===== src/sv/lsba_pkg.sv =====
// Shared types and constants for the low-shelf biquad with automatic preamp.
// Used by lsba_div, lsba_mac and low_shelf_biquad_auto_gain_core; depends on nothing.
package lsba_pkg;
	localparam int CHANNELS      = 2;
	localparam int CH_W          = (CHANNELS > 1) ? $clog2(CHANNELS) : 1;
	localparam int WINDOW_LENGTH = 65536;

	localparam int SAMPLE_W = 24;
	localparam int COEF_W   = 32;
	localparam int YHIST_W  = 32;
	localparam int ACC_W    = 66;
	localparam int PRE_W    = 10;
	localparam int WIN_W    = 17;
	localparam int QUO_W    = 30;
	localparam int COEF_SHIFT = 26;

	localparam logic [PRE_W-1:0] PREAMP_MIN  = 10'd100;
	localparam logic [PRE_W-1:0] PREAMP_CAP  = 10'd800;
	localparam logic [PRE_W-1:0] PREAMP_UP   = 10'd10;
	localparam logic [PRE_W-1:0] PREAMP_DOWN = 10'd4;
	localparam logic signed [SAMPLE_W-1:0] ONE_SAMPLE = 24'sd4194304;

	localparam logic [2:0] REG_B0     = 3'd0;
	localparam logic [2:0] REG_B1     = 3'd1;
	localparam logic [2:0] REG_B2     = 3'd2;
	localparam logic [2:0] REG_A1     = 3'd3;
	localparam logic [2:0] REG_A2     = 3'd4;
	localparam logic [2:0] REG_NORM   = 3'd5;
	localparam logic [2:0] REG_PREAMP = 3'd6;

	typedef struct packed {
		logic start;
		logic clr;
		logic neg;
	} mac_ctl_t;
endpackage


===== src/sv/lsba_div.sv =====
// Bit-serial restoring divider, one quotient bit per cycle, unsigned operands.
// Depends on lsba_pkg for widths.
module lsba_div (
	input  logic                             clk,
	input  logic                             arst_n,
	input  logic                             start,
	input  logic [lsba_pkg::QUO_W-1:0]       dividend,
	input  logic [lsba_pkg::PRE_W-1:0]       divisor,
	output logic [lsba_pkg::QUO_W-1:0]       quotient,
	output logic                             done
);
	logic [lsba_pkg::PRE_W-1:0] rem_q;
	logic [lsba_pkg::PRE_W-1:0] den_q;
	logic [lsba_pkg::QUO_W-1:0] quo_q;
	logic [4:0]                 cnt_q;
	logic                       busy_q;
	logic                       done_q;
	logic [lsba_pkg::PRE_W:0]   rs;
	logic                       ge;
	logic [lsba_pkg::PRE_W:0]   diff;

	assign rs   = {rem_q, quo_q[lsba_pkg::QUO_W-1]};
	assign ge   = rs >= {1'b0, den_q};
	assign diff = rs - {1'b0, den_q};

	always_ff @(posedge clk or negedge arst_n) begin
		if (!arst_n) begin
			busy_q <= 1'b0;
			done_q <= 1'b0;
			cnt_q  <= '0;
		end else begin
			done_q <= 1'b0;
			if (start) begin
				busy_q <= 1'b1;
				cnt_q  <= '0;
			end else if (busy_q) begin
				cnt_q <= cnt_q + 5'd1;
				if (cnt_q == 5'(lsba_pkg::QUO_W - 1)) begin
					busy_q <= 1'b0;
					done_q <= 1'b1;
				end
			end
		end
	end

	always_ff @(posedge clk) begin
		if (start) begin
			rem_q <= '0;
			den_q <= divisor;
			quo_q <= dividend;
		end else if (busy_q) begin
			rem_q <= ge ? diff[lsba_pkg::PRE_W-1:0] : rs[lsba_pkg::PRE_W-1:0];
			quo_q <= {quo_q[lsba_pkg::QUO_W-2:0], ge};
		end
	end

	assign quotient = quo_q;
	assign done     = done_q;
endmodule


===== src/sv/lsba_mac.sv =====
// Bit-serial signed multiply-accumulate: one multiplier bit per cycle into a wide sum.
// Depends on lsba_pkg for widths and the control struct.
module lsba_mac (
	input  logic                                clk,
	input  logic                                arst_n,
	input  lsba_pkg::mac_ctl_t                  ctl,
	input  logic signed [lsba_pkg::COEF_W-1:0]  coef,
	input  logic signed [lsba_pkg::YHIST_W-1:0] mult,
	output logic signed [lsba_pkg::ACC_W-1:0]   acc,
	output logic                                done
);
	logic signed [lsba_pkg::ACC_W-1:0]   mcand_q;
	logic        [lsba_pkg::YHIST_W-1:0] mplier_q;
	logic signed [lsba_pkg::ACC_W-1:0]   acc_q;
	logic [4:0]                          cnt_q;
	logic                                busy_q;
	logic                                done_q;
	logic signed [lsba_pkg::COEF_W:0]    coef_x;
	logic signed [lsba_pkg::COEF_W:0]    coef_s;
	logic                                last;

	assign coef_x = {coef[lsba_pkg::COEF_W-1], coef};
	assign coef_s = ctl.neg ? -coef_x : coef_x;
	assign last   = cnt_q == 5'(lsba_pkg::YHIST_W - 1);

	always_ff @(posedge clk or negedge arst_n) begin
		if (!arst_n) begin
			busy_q <= 1'b0;
			done_q <= 1'b0;
			cnt_q  <= '0;
		end else begin
			done_q <= 1'b0;
			if (ctl.start) begin
				busy_q <= 1'b1;
				cnt_q  <= '0;
			end else if (busy_q) begin
				cnt_q <= cnt_q + 5'd1;
				if (last) begin
					busy_q <= 1'b0;
					done_q <= 1'b1;
				end
			end
		end
	end

	always_ff @(posedge clk) begin
		if (ctl.start) begin
			mcand_q  <= lsba_pkg::ACC_W'(coef_s);
			mplier_q <= mult;
			if (ctl.clr) begin
				acc_q <= '0;
			end
		end else if (busy_q) begin
			if (mplier_q[0]) begin
				acc_q <= last ? (acc_q - mcand_q) : (acc_q + mcand_q);
			end
			mcand_q  <= mcand_q <<< 1;
			mplier_q <= mplier_q >> 1;
		end
	end

	assign acc  = acc_q;
	assign done = done_q;
endmodule


===== src/sv/low_shelf_biquad_auto_gain_core.sv =====
// The bit-serial divider scales the sample by the preamp, forming 30 quotient bits. The
// bit-serial multiply-accumulate unit then forms five products of 32 multiplier bits each.
// The finishing state settles history and preamp, and the hand-over state moves the result
// into the output register. The input is ready again on the cycle after the hand-over. If
// the output register is still full, the block waits in the hand-over state until m_tready
// drains it. An item for a channel beyond the built count skips the divider and the
// multiply-accumulate unit and goes straight to the hand-over with a zero sample. One item
// is in work at a time, and the output register holds a result while the next item is
// taken. Coefficients are Q6.26, and samples have 2^22 as 1.0.
module low_shelf_biquad_auto_gain_core (
	input  logic        clk,
	input  logic        arst_n,
	input  logic        psel,
	input  logic        penable,
	input  logic        pwrite,
	input  logic [4:0]  paddr,
	input  logic [31:0] pwdata,
	output logic [31:0] prdata,
	output logic        pready,
	input  logic        s_tvalid,
	output logic        s_tready,
	input  logic [23:0] s_tdata,   // sample_in[23:0]
	input  logic [7:0]  s_tuser,   // channel[2:0], zeros above
	output logic        m_tvalid,
	input  logic        m_tready,
	output logic [39:0] m_tdata,   // sample_out[23:0], preamp_now[33:24], zeros above
	output logic [7:0]  m_tuser    // clipped[0], zeros above
);
	localparam logic [2:0] ST_IDLE = 3'd0;
	localparam logic [2:0] ST_DIV  = 3'd1;
	localparam logic [2:0] ST_MAC  = 3'd2;
	localparam logic [2:0] ST_FIN  = 3'd3;
	localparam logic [2:0] ST_WAIT = 3'd4;

	localparam logic [2:0] TERM_B0 = 3'd0;
	localparam logic [2:0] TERM_B1 = 3'd1;
	localparam logic [2:0] TERM_B2 = 3'd2;
	localparam logic [2:0] TERM_A1 = 3'd3;
	localparam logic [2:0] TERM_A2 = 3'd4;

	logic signed [31:0] b0_q, b1_q, b2_q, a1_q, a2_q;
	logic               norm_q;
	logic [9:0]         pstart_q;
	logic [9:0]         preamp_q;
	logic [16:0]        win_q;
	logic               seen_q;

	logic signed [23:0] xh1_q [lsba_pkg::CHANNELS];
	logic signed [23:0] xh2_q [lsba_pkg::CHANNELS];
	logic signed [31:0] yh1_q [lsba_pkg::CHANNELS];
	logic signed [31:0] yh2_q [lsba_pkg::CHANNELS];

	logic [2:0]          state_q;
	logic [2:0]          term_q;
	logic                go_q;
	logic                sign_q;
	logic [lsba_pkg::CH_W-1:0] ch_q;
	logic signed [23:0]  x_q;
	logic signed [23:0]  res_y_q;
	logic                res_clip_q;
	logic [9:0]          res_pre_q;
	logic signed [23:0]  out_y_q;
	logic                out_clip_q;
	logic [9:0]          out_pre_q;
	logic                out_v_q;

	logic                wr_en;
	logic signed [23:0]  s_in;
	logic [2:0]          s_ch;
	logic [24:0]         s_mag;
	logic [30:0]         s_mag100;
	logic                div_start;
	logic [29:0]         quo;
	logic                div_done;
	lsba_pkg::mac_ctl_t  mac_ctl;
	logic signed [31:0]  mac_coef;
	logic signed [31:0]  mac_mult;
	logic signed [65:0]  acc;
	logic                mac_done;
	logic signed [39:0]  y40;
	logic signed [31:0]  ysat;
	logic                clip;
	logic signed [23:0]  yclamp;
	logic [9:0]          p_nx;
	logic [16:0]         w_nx;
	logic                seen_nx;
	logic [29:0]         qneg;
	logic                in_acc;
	logic                out_load;

	assign pready   = 1'b1;
	assign wr_en    = psel && penable && pwrite && pready;
	assign s_in     = $signed(s_tdata);
	assign s_ch     = s_tuser[2:0];
	assign s_mag    = s_in[23] ? 25'(-{s_in[23], s_in}) : {1'b0, s_in};
	assign s_mag100 = {s_mag, 6'd0} + {1'b0, s_mag, 5'd0} + {4'd0, s_mag, 2'd0};
	assign s_tready = state_q == ST_IDLE;
	assign in_acc   = s_tvalid && s_tready;
	assign div_start = in_acc && (32'(s_ch) < lsba_pkg::CHANNELS);
	assign out_load = (state_q == ST_WAIT) && (!out_v_q || m_tready);

	always_comb begin
		case (paddr[4:2])
			lsba_pkg::REG_B0:     prdata = b0_q;
			lsba_pkg::REG_B1:     prdata = b1_q;
			lsba_pkg::REG_B2:     prdata = b2_q;
			lsba_pkg::REG_A1:     prdata = a1_q;
			lsba_pkg::REG_A2:     prdata = a2_q;
			lsba_pkg::REG_NORM:   prdata = {31'd0, norm_q};
			lsba_pkg::REG_PREAMP: prdata = {22'd0, pstart_q};
			default:              prdata = '0;
		endcase
	end

	lsba_div u_div (
		.clk      (clk),
		.arst_n   (arst_n),
		.start    (div_start),
		.dividend (s_mag100[29:0]),
		.divisor  (preamp_q),
		.quotient (quo),
		.done     (div_done)
	);

	always_comb begin
		mac_ctl.start = go_q;
		mac_ctl.clr   = term_q == TERM_B0;
		mac_ctl.neg   = (term_q == TERM_A1) || (term_q == TERM_A2);
		case (term_q)
			TERM_B0: begin
				mac_coef = b0_q;
				mac_mult = 32'(x_q);
			end
			TERM_B1: begin
				mac_coef = b1_q;
				mac_mult = 32'(xh1_q[ch_q]);
			end
			TERM_B2: begin
				mac_coef = b2_q;
				mac_mult = 32'(xh2_q[ch_q]);
			end
			TERM_A1: begin
				mac_coef = a1_q;
				mac_mult = yh1_q[ch_q];
			end
			default: begin
				mac_coef = a2_q;
				mac_mult = yh2_q[ch_q];
			end
		endcase
	end

	lsba_mac u_mac (
		.clk    (clk),
		.arst_n (arst_n),
		.ctl    (mac_ctl),
		.coef   (mac_coef),
		.mult   (mac_mult),
		.acc    (acc),
		.done   (mac_done)
	);

	assign qneg = -quo;
	assign y40  = acc[65:lsba_pkg::COEF_SHIFT];
	assign ysat = (y40 > 40'sd2147483647) ? 32'sh7fffffff :
		(y40 < -40'sd2147483648) ? 32'sh80000000 : y40[31:0];
	assign clip = (y40 > 40'(lsba_pkg::ONE_SAMPLE)) || (y40 < -40'(lsba_pkg::ONE_SAMPLE));
	assign yclamp = (y40 > 40'(lsba_pkg::ONE_SAMPLE)) ? lsba_pkg::ONE_SAMPLE :
		(y40 < -40'(lsba_pkg::ONE_SAMPLE)) ? -lsba_pkg::ONE_SAMPLE : y40[23:0];

	always_comb begin
		p_nx    = preamp_q;
		w_nx    = win_q;
		seen_nx = seen_q;
		if (norm_q && clip) begin
			seen_nx = 1'b1;
			if (p_nx < lsba_pkg::PREAMP_CAP) begin
				p_nx = p_nx + lsba_pkg::PREAMP_UP;
			end
		end
		if (norm_q && (p_nx > lsba_pkg::PREAMP_MIN)) begin
			w_nx = win_q + 17'd1;
			if (32'(w_nx) > lsba_pkg::WINDOW_LENGTH) begin
				if (!seen_nx) begin
					if (p_nx >= lsba_pkg::PREAMP_MIN + lsba_pkg::PREAMP_DOWN) begin
						p_nx = p_nx - lsba_pkg::PREAMP_DOWN;
					end else begin
						p_nx = lsba_pkg::PREAMP_MIN;
					end
				end
				seen_nx = 1'b0;
				w_nx    = '0;
			end
		end
	end

	always_ff @(posedge clk or negedge arst_n) begin
		if (!arst_n) begin
			b0_q     <= 32'sd67108864;
			b1_q     <= '0;
			b2_q     <= '0;
			a1_q     <= '0;
			a2_q     <= '0;
			norm_q   <= 1'b0;
			pstart_q <= lsba_pkg::PREAMP_MIN;
			preamp_q <= lsba_pkg::PREAMP_MIN;
			win_q    <= '0;
			seen_q   <= 1'b0;
			state_q  <= ST_IDLE;
			term_q   <= TERM_B0;
			go_q     <= 1'b0;
			out_v_q  <= 1'b0;
			for (int c = 0; c < lsba_pkg::CHANNELS; c++) begin
				xh1_q[c] <= '0;
				xh2_q[c] <= '0;
				yh1_q[c] <= '0;
				yh2_q[c] <= '0;
			end
		end else begin
			go_q <= 1'b0;
			if (wr_en) begin
				case (paddr[4:2])
					lsba_pkg::REG_B0:   b0_q   <= pwdata;
					lsba_pkg::REG_B1:   b1_q   <= pwdata;
					lsba_pkg::REG_B2:   b2_q   <= pwdata;
					lsba_pkg::REG_A1:   a1_q   <= pwdata;
					lsba_pkg::REG_A2:   a2_q   <= pwdata;
					lsba_pkg::REG_NORM: norm_q <= pwdata[0];
					lsba_pkg::REG_PREAMP: begin
						pstart_q <= pwdata[9:0];
						preamp_q <= (pwdata[9:0] < lsba_pkg::PREAMP_MIN) ?
							lsba_pkg::PREAMP_MIN : pwdata[9:0];
					end
					default: ;
				endcase
			end
			if (out_load) begin
				out_v_q <= 1'b1;
			end else if (m_tvalid && m_tready) begin
				out_v_q <= 1'b0;
			end
			case (state_q)
				ST_IDLE: begin
					if (in_acc) begin
						state_q <= div_start ? ST_DIV : ST_WAIT;
					end
				end
				ST_DIV: begin
					if (div_done) begin
						term_q  <= TERM_B0;
						go_q    <= 1'b1;
						state_q <= ST_MAC;
					end
				end
				ST_MAC: begin
					if (mac_done) begin
						if (term_q == TERM_A2) begin
							state_q <= ST_FIN;
						end else begin
							term_q <= term_q + 3'd1;
							go_q   <= 1'b1;
						end
					end
				end
				ST_FIN: begin
					xh2_q[ch_q] <= xh1_q[ch_q];
					xh1_q[ch_q] <= x_q;
					yh2_q[ch_q] <= yh1_q[ch_q];
					yh1_q[ch_q] <= ysat;
					preamp_q    <= p_nx;
					win_q       <= w_nx;
					seen_q      <= seen_nx;
					state_q     <= ST_WAIT;
				end
				ST_WAIT: begin
					if (out_load) begin
						state_q <= ST_IDLE;
					end
				end
				default: state_q <= ST_IDLE;
			endcase
		end
	end

	always_ff @(posedge clk) begin
		if (in_acc) begin
			sign_q     <= s_in[23];
			ch_q       <= s_ch[lsba_pkg::CH_W-1:0];
			res_y_q    <= '0;
			res_clip_q <= 1'b0;
			res_pre_q  <= preamp_q;
		end
		if ((state_q == ST_DIV) && div_done) begin
			x_q <= sign_q ? qneg[23:0] : quo[23:0];
		end
		if (state_q == ST_FIN) begin
			res_y_q    <= yclamp;
			res_clip_q <= clip;
			res_pre_q  <= p_nx;
		end
		if (out_load) begin
			out_y_q    <= res_y_q;
			out_clip_q <= res_clip_q;
			out_pre_q  <= res_pre_q;
		end
	end

	assign m_tvalid = out_v_q;
	assign m_tdata  = {6'd0, out_pre_q, out_y_q};
	assign m_tuser  = {7'd0, out_clip_q};

	a_preamp_floor: assert property (@(posedge clk) disable iff (!arst_n)
		preamp_q >= lsba_pkg::PREAMP_MIN)
		else $error("preamp fell below its floor");
	a_out_range: assert property (@(posedge clk) disable iff (!arst_n)
		m_tvalid |-> (out_y_q <= lsba_pkg::ONE_SAMPLE) && (out_y_q >= -lsba_pkg::ONE_SAMPLE))
		else $error("output sample outside the clamp range");
	a_clip_at_rail: assert property (@(posedge clk) disable iff (!arst_n)
		(m_tvalid && out_clip_q) |->
		(out_y_q == lsba_pkg::ONE_SAMPLE) || (out_y_q == -lsba_pkg::ONE_SAMPLE))
		else $error("clipped item not at a rail");
	a_mac_after_div: assert property (@(posedge clk) disable iff (!arst_n)
		(state_q == ST_DIV && div_done) |=> (state_q == ST_MAC && go_q))
		else $error("multiply sequence did not start after divide");
endmodule


===== config.mk =====
export PLATFORM = sky130hd
export DESIGN_NAME = low_shelf_biquad_auto_gain_core
export DESIGN_NICKNAME = d
export VERILOG_FILES = /design/src/sv/lsba_pkg.sv /design/src/sv/lsba_div.sv /design/src/sv/lsba_mac.sv /design/src/sv/low_shelf_biquad_auto_gain_core.sv
export SDC_FILE = /design/constraint.sdc
export NUM_CORES = 2
export LEC_CHECK = 0
export ABC_AREA = 1
export ABC_CLOCK_PERIOD_IN_PS = 6050
export BUFFER_PORTS_ARGS = -buffer_cell sky130_fd_sc_hd__buf_4
export CAP_MARGIN = 0
export CORE_MARGIN = 1
export CORE_UTILIZATION = 25
export CTS_BUF_LIST = sky130_fd_sc_hd__clkbuf_8
export DETAILED_ROUTE_END_ITERATION = 8
export PLACE_DENSITY_LB_ADDON = 0.3
export SLEW_MARGIN = 15
export SYNTH_ARGS = -nofsm -noshare
export SYNTH_HDL_FRONTEND = slang
export SYNTH_SLANG_ARGS = --single-unit

===== constraint.sdc =====
create_clock -name clk -period 6.05 [get_ports clk]
set_input_delay 0.9075 -clock clk [delete_from_list [all_inputs] [get_ports clk]]
set_output_delay 0.9075 -clock clk [all_outputs]
set_load 0.01 [all_outputs]

## Word level (Yosys, flattened, before mapping)

Index checks and enable logic that the tools add are counted.
W data, S select, Z words.

- Output and inout bits: 83
- Register bits after elaboration: 755
- Logic and storage cells: 226

- Add/subtract/negate cells: 14
- Order comparisons: 13
- Mux-type cells: 95
- Bitwise gates (word level): 1
- Reductions and logical operators: 37
- Equal/unequal tests: 23

Operators with widths:

| operator | number |
|---|---|
| $mux W66 | 7 |
| $mux W32 | 11 |
| $mux W24 | 12 |
| $pmux W32 S4 | 2 |
| $pmux W32 S7 | 1 |
| $mux W10 | 13 |
| $bwmux W64 | 2 |
| $bwmux W48 | 2 |
| $add A66 B66 Y66 | 1 |
| $sub A66 B66 Y66 | 1 |
| $mux W30 | 2 |
| $gt A40 B24 Y1 const B | 1 |
| $gt A40 B32 Y1 const B | 1 |
| $lt A40 B23 Y1 const B | 1 |
| $lt A40 B32 Y1 const B | 1 |
| $mux W33 | 1 |
| $neg A32 Y33 | 1 |
| $demux W32 S1 | 1 |
| $add A30 B27 Y30 | 1 |
| $add A30 B30 Y30 | 1 |
| $mux W3 | 9 |
| $mux W25 | 1 |
| $neg A25 Y25 | 1 |
| $demux W24 S1 | 1 |
| 38 further kinds | 108 |

## Depth between registers and ports, before layout

- Depth after elaboration: 10
- Depth in mapped cells: 27

## Modules after synthesis

A second synthesis with hierarchy kept.

- Cells, all modules: 5,914
- Area total of the unflattened synthesis: 45,361.0 um^2

Modules (own cells, without submodules):

| module | instances | seq. area each (um^2) | cells an instance | area each (um^2) |
|---|---|---|---|---|
| low_shelf_biquad_auto_gain_core | 1 | 13,676.9 | 3,279 | 27,388.8 |
| lsba_mac | 1 | 5,099.9 | 2,283 | 15,030.7 |
| lsba_div | 1 | 1,576.5 | 352 | 2,941.6 |

## Worst setup path after synthesis

OpenSTA, ideal clock, no wires.

- Path type: register to register
- Start point: register term_q[0]
- End point: register u_mac.acc_q, in the netlist u_mac.acc[0], enable pin
- Library setup time: 581 ps
- Cell stages (with the launch flop): 8
- Clock period less this slack: 6,543 ps
- Arrival: 5,961 ps
- Required time: 5,469 ps
- Setup slack: -493 ps
- Cell sequence: dfrtp_1 inv_1 ha_1 nand2_2 buf_4 buf_2 buf_1 o21ai_0

- Longest elaborated chain between the ends: 3

Ends and longest elaborated chain:

| element | RTL line | text |
|---|---|---|
| start: declaration | low_shelf_biquad_auto_gain_core.sv:54 | `logic [2:0] term_q;` |
| start signal: assignment | low_shelf_biquad_auto_gain_core.sv:260 | `term_q <= term_q + 3'd1;` |
| $logic_not A3 Y1 | low_shelf_biquad_auto_gain_core.sv:127 | `mac_ctl.clr = term_q == TERM_B0;` |
| $ne A2 B1 Y1 (no source line) | -- |  |
| $reduce_and A3 Y1 (no source line) | -- |  |
| end signal: assignment | lsba_mac.sv:55 | `acc_q <= last ? (acc_q - mcand_q) : (acc_q + mcand_q);` |
| end: declaration | lsba_mac.sv:14 | `logic signed [lsba_pkg::ACC_W-1:0] acc_q;` |

No other way between the ends.
A chain may end at the register's enable or synchronous reset.

## Worst setup path after layout

- Start point: register u_mac.mcand_q[0] in the netlist's numbering
- End point: register u_mac.acc_q, in the netlist u_mac.acc[65] (data pin)

- Longest elaborated chain between the ends: 5

Ends and longest elaborated chain:

| element | RTL line | text |
|---|---|---|
| start: declaration | lsba_mac.sv:12 | `logic signed [lsba_pkg::ACC_W-1:0] mcand_q;` |
| start signal: assignment | lsba_mac.sv:48 | `mcand_q <= lsba_pkg::ACC_W'(coef_s);` |
| start signal: assignment | lsba_mac.sv:57 | `mcand_q <= mcand_q <<< 1;` |
| $add A66 B66 Y66 / $sub A66 B66 Y66 (equally long branches) | lsba_mac.sv:55 |  |
| $mux W66 * | lsba_mac.sv:55 |  |
| $mux W66 * | lsba_mac.sv:54 | `if (mplier_q[0]) begin` |
| $mux W66 * | lsba_mac.sv:53 | `end else if (busy_q) begin` |
| $mux W66 * | lsba_mac.sv:47 | `if (ctl.start) begin` |

Every way passes the cells marked *; elsewhere a longest branch is shown, timed or not. The select of a mux whose other input is x is not followed.

==> metrics.md <==
| Metric | Value |
|---|---|
| Reg2reg start | `u_mac.mcand_q[0]` |
| Max-cap violations | `0` |
| Die area | `~180000 um2` |
| Setup TNS Final | `0 ps` |
| Post-route ant nets | `0` |
| Max clock buf depth | `3` |
| Post-Synthesis Cells | `roughly 5400` |
| CTS tree | `yes` |
| Final Max Tran Viols | `0` |
| Number of flops mapped to enable cells by yosys | `300` |
| Synth cell types | `70` |
| CP arrival | `approximately 5700 ps` |
| # IOs | `between 150 and 200` |
| Sequential area share after synthesis | `0.469` |
| CP required | `approximately 6600 ps` |
| Hold-fix buffer count after cts | `0` |
| Synthesized area | `roughly 43000 um2` |
| Worst vdd ir | `around 160 uV` |
| Net Sw Frac | `0.394` |
| Pleak | `approximately 22 nW` |
| Area Overhead vs Synth | `14.6%` |
| Remaining global-route overflow | `0` |
| Min Tclk post-route | `5120 ps` |
| Int Pwr | `12.3 mW` |
| Final WS setup | `929 ps` |
| First-pass GRT wire length | `between 200000 and 250000 um` |
| Pre-CTS setup slack | `344 ps` |
| Post-CTS Setup Bufs | `0` |
| Post-DR wirelength/cell | `about 17 um` |
| CP Cell Sequence | `inv_1 -> ha_1 -> nand4_1 -> nor3_2 -> nand2_1 -> inv_1 -> nand4_1 -> nor2_1 -> a21oi_1 -> a21oi_1 -> nand2_1 -> a21oi_2 -> xor2_1 -> ha_1 -> a21oi_1 -> inv_1 -> a31oi_1 -> o21ai_0 -> a21oi_1 -> nor2_1 -> a211oi_1 -> nand3_1 -> o21ai_0 -> a21oi_1` |
| Most frequent cells in the layout | `1075 x nand2_1, 752 x inv_1, 721 x o21ai_0` |
| CP max stage delay | `450 ps` |
| Max Clock Skew | `48.3 ps` |
| Worst hold path class | `in -> async` |
| Drt initial violations | `between 3000 and 4000` |
| # nets final | `roughly 5700` |
| Worst path most repeated cell | `a21oi_1` |
| PortBufs | `approximately 140` |
| Post-route DRC | `0` |
| Worst Setup Path Type | `reg -> reg` |
| Die height | `419 um` |
| Comb pwr share | `0.351` |
| Ys flop type | `dfrtp_1` |
| Most common cell after layout, fill and taps aside | `nand2_1` |
| PostCTS Resize Cnt | `0` |
| Clock Pin Slew Worst Setup and Hold Paths | `around 50 ps` |
| Clk pwr share | `0.243` |
| Die Width | `around 420 um` |
| Routability Congestion | `0.910` |
| Core Box Area | `around 170000 um2` |
| RSZ-0062 raised after global routing | `false` |
| Root Buffer | `clkbuf_8` |
| TritonCTS Sinks | `between 700 and 800` |
| Post-Place Cells | `7640` |
| Pre-Repair DR Iteration Count | `6` |
| Crit start category | `flip-flop` |
| Tcrit/Tclk final | `0.846` |
| Setup violations, final | `0` |
| Site Rows | `approximately 150` |
| Initial Util | `0.252` |
| Share of power burned in registers | `0.407` |
| Vias per cell | `approximately 4.7` |
| Avg Cell Area, Syn | `8.11 um2` |
| Vias in the first global route | `between 30000 and 40000` |
| Worst Path Max Fanout | `7` |
| Final HPWL DP | `95500 um` |
| Total CTS buffers | `~140` |
| R2R cell count | `24` |
| Fillers | `about 18000` |
| Async SR Flop Fraction | `0.589` |
| CTS H-Tree Depth | `4` |
| Vias after detailed routing | `~37000` |
| Final Non-Filler Cells | `7895` |
| Ratio of cells with drive above 1 in the final layout | `0.0887` |
| Synth warn | `0` |
| Final hold violation count | `0` |
| Critical R2R Capture | `u_mac.acc[65]` |
| F_max | `a little under 200 MHz` |
| Worst Tran Pin Value | `around 1100 ps` |
| Crit end category | `flip-flop` |
| Clock latency at the later pin of the worst-skew pair | `between 800 and 900 ps` |
| P_sw | `8.01 mW` |
| FF-to-FF setup slack | `between 900 and 1000 ps` |
| Slowest-stage cell, CP | `edfxtp_1` |
| Status | `finished clean` |
| Total track usage | `0.152` |
| Pin count of the biggest net entering global routing | `137` |
| Power density over cell area | `slightly above 400 nW/um2` |
| Initial antenna violation count | `4` |
| DRT Wirelength | `135000 um` |
| Max_slew headroom | `0.236` |
| Yosys reg bits | `around 760` |
## cells in the mapped netlist, types with 7 or more instances
| cell type | count | area [um2] |
|---|---|---|
| nor3_1 | 60 | 300 |
| o41ai_1 | 9 | 78.8 |
| nand2_2 | 9 | 56.3 |
| clkbuf_1 | 185 | 694 |
| o211ai_1 | 23 | 173 |
| o31ai_1 | 15 | 113 |
| mux2_2 | 20 | 225 |
| ha_1 | 117 | 1460 |
| edfxtp_1 | 300 | 9010 |
| o21ai_0 | 722 | 3610 |
| o21bai_1 | 12 | 90.1 |
| nand3_1 | 184 | 921 |
| dfrtp_1 | 438 | 11000 |
| xor2_1 | 135 | 1180 |
| a221oi_1 | 33 | 289 |
| a211oi_1 | 19 | 143 |
| a31oi_1 | 84 | 526 |
| or2_2 | 9 | 56.3 |
| fa_1 | 24 | 480 |
| xnor2_1 | 42 | 368 |
| dfstp_2 | 7 | 184 |
| a21o_1 | 7 | 52.6 |
| dfxtp_1 | 10 | 200 |
| nand4_1 | 37 | 231 |
| inv_2 | 11 | 41.3 |
| buf_1 | 12 | 45.0 |
| nor4_1 | 29 | 181 |
| nor2_2 | 8 | 50.1 |
| o22ai_1 | 87 | 544 |
| nand2_1 | 1084 | 4070 |
| buf_2 | 12 | 60.1 |
| o21a_1 | 26 | 195 |
| o21ai_1 | 43 | 215 |
| a21oi_1 | 256 | 1280 |
| inv_1 | 705 | 2650 |
| nor2_1 | 483 | 1810 |
| buf_4 | 24 | 180 |
## cells by family (layout without fill, tap and decap cells)
kind of cell / Yosys count / after routing / synth area share
other: 2 / 20 / 0.000173
adder cells (fa/ha/maj): 141 / 141 / 0.0448
flip-flops: 755 / 755 / 0.469
buffers and inverters: 960 / 1169 / 0.0863
AO/OA/AOI/OAI: 1377 / 1377 / 0.177
multiplexers: 21 / 21 / 0.00542
AND/OR/NAND/NOR: 1925 / 1925 / 0.182
XOR/XNOR: 177 / 177 / 0.0357
## power by group through the flow
stage                     logic, mW  clock network, mW  registers (mW)
after CTS                      7.15               5.09            8.27
after detailed placement       7.11                  0            8.34
after floorplan                5.12                  0            8.02
after global routing           8.13               5.31            8.46
final                          7.13               4.93            8.27
after global placement         7.02                  0            8.32
## state kept, by name, summed over array words and instances (netlist names), 24 cells and up
register,flops
a1_q,32
a2_q,32
b0_q,32
b1_q,32
b2_q,32
out_y_q,24
res_y_q,24
u_div.quotient,30
u_mac.acc,66
u_mac.mcand_q,66
u_mac.mplier_q,32
x_q,24
xh1_q,48
xh2_q,48
yh1_q,64
yh2_q,64
## cell type report
type / count / area [um2] / share of cell area
flip-flops and latches: 755 / 20400 / 0.409
multi-input cells: 3656 / 19500 / 0.391
well taps: 2310 / 2890 / 0.0581
inverters: 722 / 2720 / 0.0546
clock buffers: 155 / 2130 / 0.0429
repair buffers: 197 / 1560 / 0.0314
clock inverters: 95 / 611 / 0.0123
diodes: 5 / 12.5 / 0.000251
## stage by stage
step / hold slack, ps / power (mW) / utilization / cell area [um2]
final: 125 / 20.3 / 0.289 / 49800
after global routing: 151 / 21.9 / 0.289 / 49800
after CTS: 124 / 20.5 / 0.289 / 49700
after detailed placement: 408 / 15.5 / 0.273 / 47000
after global placement: 407 / 15.3 / 0.273 / 47000
after floorplan: 400 / 13.1 / - / 43500
## layer usage
metal	up-vias	track usage	part of all wire
met5	-	0	0
met4	0	0.0574	0.031
met3	206	0.0214	0.054
met2	1003	0.229	0.43
met1	17600	0.218	0.48
li1	18200	-	-
## how the worst max path moves through the flow
stage	start	end	slack, ps	cells past startpoint
2_1_floorplan	s_tdata[1]	u_div.quotient[27]	1200	25
3_3_place_gp	s_tdata[0]	u_div.quotient[29]	300	29
3_5_place_dp	s_tdata[0]	u_div.quotient[26]	340	25
4_1_cts	u_mac.mcand_q[0]	u_mac.acc[65]	980	24
5_1_grt	u_mac.mcand_q[0]	u_mac.acc[65]	430	24
6_report	u_mac.mcand_q[0]	u_mac.acc[65]	930	24
## critical path, delay by kind of cell, from the launching register on
| family | cells | cell delay (ps) |
|---|---|---|
| compound gates | 10 | 2040 |
| buf+inv | 3 | 270 |
| flops | 1 | 450 |
| fa+ha+maj | 2 | 570 |
| simple gates | 8 | 1200 |
| xor+xnor | 1 | 340 |
No activity file was read; power rests on OpenSTA's default activity.
